### config.mk
export PLATFORM = sky130hd
export DESIGN_NAME = timer_pool_with_expiry_events
export DESIGN_NICKNAME = d
export VERILOG_FILES = /design/src/hdl/tpe_pkg.sv /design/src/hdl/tpe_front.sv /design/src/hdl/tpe_back.sv /design/src/hdl/timer_pool_with_expiry_events.sv
export SDC_FILE = /design/constraint.sdc
export NUM_CORES = 2
export LEC_CHECK = 0
export ABC_CLOCK_PERIOD_IN_PS = 6600
export BUFFER_PORTS_ARGS = -buffer_cell sky130_fd_sc_hd__buf_4
export CORE_MARGIN = 3
export CORE_UTILIZATION = 65
export CTS_BUF_LIST = sky130_fd_sc_hd__clkbuf_4
export DETAILED_ROUTE_END_ITERATION = 10
export HOLD_SLACK_MARGIN = 0.06
export PLACE_DENSITY = 0.8
export REMOVE_ABC_BUFFERS = 1
export SKIP_LAST_GASP = 1
export SLEW_MARGIN = 30
export SYNTH_ARGS = -nofsm -noshare
export SYNTH_HDL_FRONTEND = slang
export SYNTH_HIERARCHICAL = 1
export SYNTH_SLANG_ARGS = --single-unit
### constraint.sdc
create_clock -name clk -period 6.6 [get_ports clk]
set_input_delay 0.33 -clock clk [delete_from_list [all_inputs] [get_ports clk]]
set_output_delay 0.33 -clock clk [all_outputs]
set_load 0.03 [all_outputs]
### src/hdl/tpe_pkg.sv
package tpe_pkg;

  typedef enum logic [2:0] {
    CMD_ALLOC   = 3'd0,
    CMD_START   = 3'd1,
    CMD_RESTART = 3'd2,
    CMD_STOP    = 3'd3,
    CMD_FREE    = 3'd4,
    CMD_TICK    = 3'd5
  } cmd_t;

  typedef enum logic [1:0] {
    ST_UNUSED  = 2'd0,
    ST_STOPPED = 2'd1,
    ST_RUNNING = 2'd2
  } slot_st_t;

  localparam int MAX_RESULTS = 8;

  typedef struct packed {
    logic [2:0]  command;
    logic [2:0]  slot;
    logic [31:0] duration;
    logic        periodic;
    logic [31:0] user_word;
  } cmd_word_t;

endpackage

### src/hdl/tpe_front.sv
module tpe_front (
  input  logic                clk,
  input  logic                rst_n,
  input  logic                start,
  output logic                busy,
  input  tpe_pkg::cmd_word_t  in_word,
  output logic                q_valid,
  output tpe_pkg::cmd_word_t  q_word,
  input  logic                q_pop
);
  import tpe_pkg::*;

  // two-entry queue between command intake and the slot engine
  cmd_word_t  mem_r [2];
  logic       wp_r, rp_r;
  logic [1:0] cnt_r;
  logic       push;

  assign busy    = (cnt_r == 2'd2);
  assign push    = start && !busy;
  assign q_valid = (cnt_r != 2'd0);
  assign q_word  = mem_r[rp_r];

  always_ff @(posedge clk) begin
    if (push) begin
      mem_r[wp_r] <= in_word;
    end
    if (!rst_n) begin
      wp_r  <= 1'b0;
      rp_r  <= 1'b0;
      cnt_r <= 2'd0;
    end else begin
      if (push) wp_r <= ~wp_r;
      if (q_pop) rp_r <= ~rp_r;
      cnt_r <= cnt_r + {1'b0, push} - {1'b0, q_pop};
    end
  end
endmodule

### src/hdl/tpe_back.sv
module tpe_back #(
  parameter int NUM_SLOTS = 8,
  parameter int TIME_BITS = 32
) (
  input  logic                clk,
  input  logic                rst_n,
  input  logic                q_valid,
  input  tpe_pkg::cmd_word_t  q_word,
  output logic                q_pop,
  output logic                out_valid,
  output logic                out_event_kind,
  output logic                out_status,
  output logic [2:0]          out_slot_id,
  output logic [31:0]         out_expiry_word,
  output logic                out_last
);
  import tpe_pkg::*;

  localparam int SW = (NUM_SLOTS > 1) ? $clog2(NUM_SLOTS) : 1;
  localparam int CW = $clog2(NUM_SLOTS + 1);

  typedef enum logic [1:0] {B_IDLE, B_DEC, B_WALK, B_SHIFT} bst_t;

  slot_st_t             st_r   [NUM_SLOTS];
  logic [TIME_BITS-1:0] dur_r  [NUM_SLOTS];
  logic [TIME_BITS-1:0] rem_r  [NUM_SLOTS];
  logic                 per_r  [NUM_SLOTS];
  logic [31:0]          word_r [NUM_SLOTS];
  logic [SW-1:0]        ord_r  [NUM_SLOTS];
  logic [CW-1:0]        act_r, used_r;

  bst_t          bs_r, bs_nxt;
  logic [CW-1:0] idx_r;      // walk index into active list
  logic [3:0]    n_r;        // expiries emitted this tick
  logic [SW-1:0] del_slot_r; // slot being removed during shift
  logic          del_resp_r; // shift on behalf of stop/free (respond after)
  logic          del_free_r;
  logic [CW-1:0] sh_r;       // shift position
  logic [2:0]    resp_id_r;

  logic          ov_r, ok_r, os_r, ol_r;
  logic [2:0]    oid_r;
  logic [31:0]   ow_r;

  cmd_t           cmd;
  logic           sv;
  logic [SW-1:0]  s;
  logic           found;
  logic [SW-1:0]  free_idx;
  logic [SW-1:0]  cur;
  logic           walk_more;
  logic [CW-1:0]  del_pos;
  logic [NUM_SLOTS-1:0] zero_v;
  logic           more_zero;

  assign cmd = cmd_t'(q_word.command);
  assign sv  = ({29'd0, q_word.slot} < NUM_SLOTS);
  assign s   = SW'(q_word.slot);
  assign cur = ord_r[idx_r[SW-1:0]];
  assign walk_more = (idx_r < act_r) && (n_r < 4'(MAX_RESULTS));

  always_comb begin
    found = 1'b0;
    free_idx = '0;
    for (int i = NUM_SLOTS - 1; i >= 0; i--) begin
      if (st_r[i] == ST_UNUSED) begin
        found = 1'b1;
        free_idx = SW'(i);
      end
    end
  end

  // list position of the addressed slot
  always_comb begin
    del_pos = '0;
    for (int i = NUM_SLOTS - 1; i >= 0; i--) begin
      if (ord_r[i] == s && CW'(i) < act_r) del_pos = CW'(i);
    end
  end

  // any running slot at zero further down the list, or reaching MAX_RESULTS, decides the last flag
  always_comb begin
    for (int i = 0; i < NUM_SLOTS; i++)
      zero_v[i] = (st_r[i] == ST_RUNNING) && (rem_r[i] == '0);
    more_zero = 1'b0;
    for (int j = 0; j < NUM_SLOTS; j++) begin
      if (CW'(j) > idx_r && CW'(j) < act_r && zero_v[ord_r[j]]) more_zero = 1'b1;
    end
  end

  assign q_pop = (bs_r == B_IDLE) && q_valid;

  always_comb begin
    bs_nxt = bs_r;
    unique case (bs_r)
      B_IDLE: begin
        if (q_valid && cmd == CMD_TICK) bs_nxt = B_DEC;
        else if (q_valid && sv && st_r[s] == ST_RUNNING &&
                 (cmd == CMD_STOP || cmd == CMD_FREE)) bs_nxt = B_SHIFT;
      end
      B_DEC:   bs_nxt = B_WALK;
      B_WALK: begin
        if (!walk_more) bs_nxt = B_IDLE;
        else if (st_r[cur] == ST_RUNNING && rem_r[cur] == '0 && !per_r[cur])
          bs_nxt = B_SHIFT;
      end
      B_SHIFT: begin
        if (sh_r + 1'b1 >= act_r) bs_nxt = del_resp_r ? B_IDLE : B_WALK;
      end
      default: bs_nxt = B_IDLE;
    endcase
  end

  assign out_valid       = ov_r;
  assign out_event_kind  = ok_r;
  assign out_status      = os_r;
  assign out_slot_id     = oid_r;
  assign out_expiry_word = ow_r;
  assign out_last        = ol_r;

  always_ff @(posedge clk) begin
    if (!rst_n) begin
      bs_r <= B_IDLE;
      ov_r <= 1'b0;
      act_r <= '0;
      used_r <= '0;
      idx_r <= '0;
      n_r <= '0;
      sh_r <= '0;
      del_resp_r <= 1'b0;
      del_free_r <= 1'b0;
      del_slot_r <= '0;
      resp_id_r <= '0;
      for (int i = 0; i < NUM_SLOTS; i++) begin
        st_r[i] <= ST_UNUSED; dur_r[i] <= '0; rem_r[i] <= '0;
        per_r[i] <= 1'b0; word_r[i] <= '0; ord_r[i] <= '0;
      end
    end else begin
      bs_r <= bs_nxt;
      ov_r <= 1'b0;
      ok_r <= 1'b0; os_r <= 1'b0; oid_r <= '0; ow_r <= '0; ol_r <= 1'b1;
      unique case (bs_r)
        B_IDLE: if (q_valid) begin
          os_r  <= 1'b1;
          oid_r <= q_word.slot;
          case (cmd)
            CMD_ALLOC: begin
              ov_r <= 1'b1; oid_r <= '0;
              if (used_r < CW'(NUM_SLOTS) && found) begin
                st_r[free_idx]   <= ST_STOPPED;
                dur_r[free_idx]  <= TIME_BITS'({32'd0, q_word.duration});
                word_r[free_idx] <= q_word.user_word;
                per_r[free_idx]  <= q_word.periodic;
                used_r <= used_r + 1'b1;
                oid_r <= 3'(free_idx);
                os_r <= 1'b0;
              end
            end
            CMD_START: begin
              ov_r <= 1'b1;
              if (sv && st_r[s] == ST_STOPPED) begin
                rem_r[s] <= dur_r[s];
                st_r[s] <= ST_RUNNING;
                ord_r[act_r[SW-1:0]] <= s;
                act_r <= act_r + 1'b1;
                os_r <= 1'b0;
              end
            end
            CMD_RESTART: begin
              ov_r <= 1'b1;
              if (sv && st_r[s] == ST_RUNNING) begin
                rem_r[s] <= dur_r[s];
                os_r <= 1'b0;
              end
            end
            CMD_STOP, CMD_FREE: begin
              if (sv && st_r[s] == ST_RUNNING) begin
                del_slot_r <= s; del_resp_r <= 1'b1;
                del_free_r <= (cmd == CMD_FREE);
                resp_id_r <= q_word.slot;
                st_r[s] <= ST_STOPPED;
                sh_r <= del_pos;
              end else begin
                ov_r <= 1'b1;
                if (cmd == CMD_FREE && sv && st_r[s] == ST_STOPPED) begin
                  st_r[s] <= ST_UNUSED; dur_r[s] <= '0; rem_r[s] <= '0;
                  word_r[s] <= '0; per_r[s] <= 1'b0;
                  used_r <= used_r - 1'b1;
                  os_r <= 1'b0;
                end
              end
            end
            CMD_TICK: begin
              idx_r <= '0; n_r <= '0;
            end
            default: begin
              ov_r <= 1'b1; oid_r <= '0;
            end
          endcase
        end
        B_DEC: begin
          for (int i = 0; i < NUM_SLOTS; i++)
            if (st_r[i] == ST_RUNNING && rem_r[i] != '0) rem_r[i] <= rem_r[i] - 1'b1;
        end
        B_WALK: begin
          if (walk_more) begin
            if (st_r[cur] == ST_RUNNING && rem_r[cur] == '0) begin
              ov_r <= 1'b1; ok_r <= 1'b1;
              oid_r <= 3'(cur); ow_r <= word_r[cur];
              n_r <= n_r + 1'b1;
              ol_r <= (n_r + 1'b1 == 4'(MAX_RESULTS)) || !more_zero;
              if (per_r[cur]) begin
                rem_r[cur] <= dur_r[cur];
                idx_r <= idx_r + 1'b1;
              end else begin
                st_r[cur] <= ST_STOPPED;
                del_resp_r <= 1'b0; del_free_r <= 1'b0;
                sh_r <= idx_r;
              end
            end else begin
              idx_r <= idx_r + 1'b1;
            end
          end else if (n_r == '0) begin
            ov_r <= 1'b1;
          end
        end
        B_SHIFT: begin
          if (sh_r + 1'b1 < act_r) begin
            ord_r[sh_r[SW-1:0]] <= ord_r[sh_r[SW-1:0] + 1'b1];
            sh_r <= sh_r + 1'b1;
          end else begin
            act_r <= act_r - 1'b1;
            if (del_resp_r) begin
              ov_r <= 1'b1; oid_r <= resp_id_r;
              if (del_free_r) begin
                st_r[del_slot_r] <= ST_UNUSED; dur_r[del_slot_r] <= '0;
                rem_r[del_slot_r] <= '0; word_r[del_slot_r] <= '0;
                per_r[del_slot_r] <= 1'b0;
                used_r <= used_r - 1'b1;
              end
            end
          end
        end
        default: ;
      endcase
    end
  end
endmodule

### src/hdl/timer_pool_with_expiry_events.sv
// A command is answered from an output register once the slot engine has taken it
// from the queue; stop/free of a running slot first shift the active-list entries behind it.
// Tick: a decrement pass, then a walk over the active entries, plus a shift pass
// from the removed entry to the list end for each one-shot expiry. The queue
// takes up to two commands while the engine is busy; busy is high when it is full.
// Results are a one-cycle strobe on out_valid; the receiver cannot stall.
// Reset: synchronous on rst_n low; all slots unused, active list empty.
module timer_pool_with_expiry_events #(
  parameter int NUM_SLOTS = 8,
  parameter int TIME_BITS = 32
) (
  input  logic        clk,
  input  logic        rst_n,
  input  logic        start,
  output logic        busy,
  input  logic [2:0]  in_command,
  input  logic [2:0]  in_slot,
  input  logic [31:0] in_duration,
  input  logic        in_periodic,
  input  logic [31:0] in_user_word,
  output logic        out_valid,
  output logic        out_event_kind,
  output logic        out_status,
  output logic [2:0]  out_slot_id,
  output logic [31:0] out_expiry_word,
  output logic        out_last
);
  import tpe_pkg::*;

  cmd_word_t in_w, q_w;
  logic      q_valid, q_pop;

  assign in_w = '{command: in_command, slot: in_slot, duration: in_duration,
                  periodic: in_periodic, user_word: in_user_word};

  // front: command queue; back: slot engine
  tpe_front u_front (
    .clk, .rst_n, .start, .busy, .in_word(in_w),
    .q_valid, .q_word(q_w), .q_pop
  );

  tpe_back #(.NUM_SLOTS(NUM_SLOTS), .TIME_BITS(TIME_BITS)) u_back (
    .clk, .rst_n, .q_valid, .q_word(q_w), .q_pop,
    .out_valid, .out_event_kind, .out_status, .out_slot_id,
    .out_expiry_word, .out_last
  );
endmodule

## After elaboration in Yosys (flattened, before gate mapping)

Memories as Yosys holds them, arrays and structs flattened. A register that Yosys moved wholly into a read port is not among the register bits.
Index checks and enable logic that the tools add are counted.

- Multiplexer cells: 276
- Divide/modulo/power cells: 0
- Bitwise logic cells: 14
- $mul: 0
- Equal/unequal tests: 50
- $add $sub $neg: 18
- Shift-type cells: 0
- Order comparisons: 29
- Reduce and logical (&&, ||, !) cells: 119

Operators with widths:

| kind | count |
|---|---|
| 32-bit two-way mux | 19 |
| 32-bit logical NOT | 9 |
| 32-bit OR reduction | 9 |
| 32-bit nonzero test | 8 |
| 32-bit by 1-bit subtractor with 32-bit output, second input constant | 8 |
| 1-bit two-way mux | 154 |
| 3-bit two-way mux | 44 |
| 4-bit two-way mux | 25 |
| 1-bit logical AND | 50 |
| 4-bit one-hot mux with 2 select lines | 5 |
| 3-bit by 4-bit less-than comparator with 1-bit output, second input constant | 8 |
| 2-bit equality test, second input constant | 13 |
| 1-bit binary-select mux with 3-bit select | 8 |
| 3-bit equality test | 8 |
| 2-bit two-way mux | 12 |
| 3-bit != test, second input constant | 7 |
| 4-bit by 1-bit adder with 4-bit output, second input constant | 5 |
| 2-bit logical NOT | 9 |
| 3-bit by 4-bit > comparator with 1-bit output, first input constant | 4 |
| 3-bit by 4-bit less-than comparator with 1-bit output, first input constant | 4 |
| 5-bit AND reduction | 3 |
| 2-bit by 1-bit != test with 1-bit output, second input constant | 7 |
| 2-bit != test, second input constant | 7 |
| 1-bit OR | 12 |
| other kinds (40) | 68 |

- Input bits: 74
- Bits in latches: 0
- Word-level logic and storage cells: 530
- Memory bits (read-only): 0
- Bits in registers: 38
- Memories: 7
- Memory bits (writable): 958

Memory list:

| memory | depth | bits a word | read ports | clocked after Yosys merged registers in | write ports | line | text |
|---|---|---|---|---|---|---|---|
| u_back.dur_r | 8 | 32 | 2 | 0 | 8 | tpe_back.sv:25 | `logic [TIME_BITS-1:0] dur_r [NUM_SLOTS];` |
| u_back.rem_r | 8 | 32 | 9 | 0 | 8 | tpe_back.sv:26 | `logic [TIME_BITS-1:0] rem_r [NUM_SLOTS];` |
| u_back.word_r | 8 | 32 | 1 | 1 | 8 | tpe_back.sv:28 | `logic [31:0] word_r [NUM_SLOTS];` |
| u_front.mem_r | 2 | 71 | 1 | 1 | 1 | tpe_front.sv:14 | `cmd_word_t mem_r [2];` |
| u_back.ord_r | 8 | 3 | 10 | 1 | 8 | tpe_back.sv:29 | `logic [SW-1:0] ord_r [NUM_SLOTS];` |
| u_back.st_r | 8 | 2 | 10 | 0 | 8 | tpe_back.sv:24 | `slot_st_t st_r [NUM_SLOTS];` |
| 1 more memories | -- | -- | -- | -- | -- | -- |  |

## Logic depth before layout (Yosys ltp)

An unclocked memory read counts as a cell.

- Depth in word-level cells: 22
- Depth in mapped cells: 16
- Depth with buffers taken out: 11

## Hierarchy

Netlist, hierarchy kept.

By module, submodules not included:

| module | sequential area each (um2) | cells an instance | area an instance (um2) | instances |
|---|---|---|---|---|
| tpe_back | 26,185.1 | 4,616 | 47,938.5 | 1 |
| tpe_front | 4,364.2 | 246 | 5,704.2 | 1 |

## Worst setup path after synthesis

OpenSTA, ideal clock, no wires.

- Path kind: reg-to-reg
- Start point: register with a tool-made name
- End point: memory u_back.rem_r[0][0], enable pin
- Arrival: 5,553 ps
- Buffers on the path: 3
- Path slack: 581 ps
- Cell stages (with the launch flop): 14
- Cell sequence: dfxtp_1 > buf_6 > buf_12 > mux2_4 > buf_2 > mux4_2 > or3b_1 > a211oi_1 > a21oi_1 > nand2_1 > a21oi_1 > a22oi_1 > nand2_1 > o21ai_0

RTL lines:

| element | line |
|---|---|
| to (decl) | tpe_back.sv:26 |

==> metrics.md <==
| Metric | Value |
|---|---|
| Slew Viols, Final | `0` |
| Non-filler cells, final | `6,389` |
| Setup bufs post-CTS | `0` |
| Comb pwr share | `21.4%` |
| Share of layout cells above drive strength 1 | `16.1%` |
| Initial Util | `66.1%` |
| Number of global-route vias before repair | `43,405` |
| Row count | `104` |
| RSZ-0062 raised after global routing | `no` |
| Synth Flop Type | `edfxtp_1` |
| Register area share after synthesis | `56.9%` |
| CTS Buf Count | `282` |
| Syn Area/Cell | `11.0 um^2` |
| Clock skew | `0.153 ns` |
| Net switching power | `5.30 mW` |
| EDFF count, synth | `988` |
| Storage cell area | `0.0306 mm^2` |
| Initial detailed-routing violation count | `6,236` |
| Setup TNS | `0 ns` |
| Leakage | `22.0 nW` |
| Fmax | `0.182 GHz` |
| Crit path kind | `register to register` |
| GP Congestion | `0.970` |
| Worst Hold Class | `primary input to register` |
| Pre-Repair DR Iteration Count | `8` |
| Fin. Hold Viols | `0` |
| Dpl cells | `5,788` |
| Reg clk slew, reported paths | `0.08 ns` |
| Drt drc | `0` |
| Final HPWL DP | `93,200 um` |
| Die area | `0.0860 mm^2` |
| Worst endpoint data arrival time | `6.34 ns` |
| Period Utilization, post-route | `83.0%` |
| Die span in x | `293 um` |
| Layout Utilization | `74.1%` |
| Top Family by Delay on Critical Path | `compound AO/OA/AOI/OAI gates` |
| Tightest Pin Transition | `1.07 ns` |
| Internal Pwr Total | `11.7 mW` |
| Crit path buf inv count | `2` |
| Netlist cell types | `82` |
| Clk sink count | `1,032` |
| Yosys warns | `6` |
| Critical path's most frequent cell | `buf_4` |
| Global routing usage summed across all routing layers | `36.4%` |
| Maxcap violations | `0` |
| Area Growth Syn to Fin | `12.2%` |
| Global-route wire length before repair | `242,000 um` |
| Crit path cell chain | `mux2i_1, a22oi_2, buf_4, and3_1, a2111oi_0, nor4_2, buf_4, o2111ai_1, a21oi_1, nand3_1, o22ai_1` |
| Wire per inst | `24.6 um` |
| Root Buffer | `clkbuf_4` |
| Pre-CTS WS | `1.26 ns` |
| Detailed-route via count | `43,262` |
| Pin count of the biggest net entering global routing | `199` |
| Asr flop ratio synth | `0%` |
| Total Power | `17.0 mW` |
| Routed Wire Length | `157,000 um` |
| Stages on worst setup path | `11` |
| Antenna-violating nets left | `0` |
| Synth Register Bits | `1,032` |
| Core area | `0.0812 mm^2` |
| Setup WS post-layout | `1.12 ns` |
| Port bufs | `113` |
| CP max-delay cell | `a21oi_1` |
| Die H | `293 um` |
| Commonest non-fill, non-tap cell in the layout | `edfxtp_1` |
| H-Tree Depth | `5` |
| Multi-input gate area | `0.0217 mm^2` |
| Gr ovfl total | `0` |
| Most frequent cells in the layout | `988 x edfxtp_1, 733 x nor2_1, 703 x nand2_1` |
| Setup violations, final | `0` |
| Nets | `5,267` |
| Peak VDD IR | `226 uV` |
| Clock tree buffer depth | `4` |
| Setup crit end kind | `register` |
| Status | `completed` |
| Clock Power Share | `32.0%` |
| PwrDens | `282 mW/mm^2` |
| Reg2Reg Depth | `11` |
| CTS tree | `built` |
| Flop pwr share | `46.6%` |
| Skew-Pair Late Insertion Delay | `1.17 ns` |
| DR vias/cell | `6.77` |
| Rel. slew slack | `28.5%` |
| Required time worst endpoint | `7.46 ns` |
| Final min period | `5.48 ns` |
| Cells after Synth | `4,862` |
| I/O Pins | `114` |
| Sw frac | `31.2%` |
| Fill cell count | `5,431` |
| Cell area after synthesis | `0.0536 mm^2` |
| CP Launch Type | `register` |
| Initial antenna violation count | `4` |
| Hold Path Cell Cnt | `4` |
| CP Max Fanout | `65` |
| Max incr delay on CP | `0.84 ns` |
-- sequential cells by signal (all words and copies together), names as in the netlist, 8 cells and up, named ones only --
name / cells
u_back/st_r: 16
u_back/dur_r: 256
u_front/mem_r: 142
u_back/per_r: 8
u_back/ord_r: 24
u_back/out_expiry_word: 32
u_back/rem_r: 256
u_back/word_r: 256
-- synth_stat cells, types with 76 or more instances --
cell	number	area, um^2
nand2_1	714	2680
edfxtp_1	988	29700
a21oi_1	108	541
xor2_1	122	1070
nor2_1	735	2760
clkbuf_1	248	931
nand3_1	308	1540
mux2i_1	105	1050
nor3_1	90	450
mux4_2	87	1960
nor4_1	76	475
o22ai_1	180	1130
xnor2_1	135	1180
-- power groups by stage --
stage / logic (mW) / clock network, mW / registers (mW)
5_1_grt: 3.84 / 5.86 / 7.95
6_report: 3.64 / 5.43 / 7.92
3_3_place_gp: 3.37 / 0 / 8.01
2_1_floorplan: 2.24 / 0 / 8.06
3_5_place_dp: 3.43 / 0 / 8.03
4_1_cts: 3.52 / 5.48 / 7.90
-- kinds of logic after synthesis --
family                     share of synthesized area, %
and+or+nand+nor                                    18.5
DFF                                                56.9
AOI/OAI and AO/OA                                  8.43
buffers and inverters                              3.19
muxes                                              7.93
xor gates and xnor gates                           4.20
adders and majority gates                         0.793
-- worst paths after layout --
kind	slack (ns)	to	startpoint
max	1.12	u_back/rem_r[5][5]$_DFFE_PP_	register
max reg2reg	1.12	u_back/rem_r[5][5]$_DFFE_PP_	register
min reg2reg	0.49	u_back/per_r[7]$_DFF_P_	u_back/per_r[7]$_DFF_P_
min	0.23	u_front/wp_r$_SDFFE_PN0P_	start
-- area by class of cell --
cell class | count | share of cell area (%)
well taps | 1060 | 2.20
clock buffers | 397 | 4.95
repair buffers | 354 | 5.31
inverters | 40 | 0.250
flip-flops and latches | 1032 | 50.8
clock inverters | 51 | 0.416
multi-input cells | 3449 | 36.1
diodes | 6 | 0.0250
-- layer usage --
| metal | wire length, um | track usage, % | share of wire [%] | up-vias |
|---|---|---|---|---|
| li1 | - | - | - | 18741 |
| met1 | 55000 | 46.2 | 35 | 20583 |
| met2 | 74500 | 58.2 | 47 | 3287 |
| met3 | 19100 | 8.16 | 12 | 649 |
| met4 | 8720 | 20.9 | 5.5 | 2 |
| met5 | 17 | 0 | 0.011 | - |
-- what timing repair did --
item / CTS / global route
hold buffers: 144 / 0
endpoints found under the setup margin: 0 / 0
resized for setup: 0 / 0
endpoints found under the hold margin: 248 / 0
-- worst reg2reg max path: cells and delay by family (launching register included) --
family,cells,cell delay [ns]
AOI/OAI and AO/OA,5,1.85
buffers and inverters,2,1.24
DFF,1,0.54
muxes,1,0.16
and+or+nand+nor,3,1.45
-- metrics by stage --
step | instance area, um^2 | hold WS [ns]
after CTS | 60100 | 0.121
after global routing | 60200 | 0.169
final | 60200 | 0.228
after global placement | 55400 | 0.462
after floorplan | 52100 | 0.429
after detailed placement | 55400 | 0.471
Note: power is estimated with default switching activity, not from simulation.
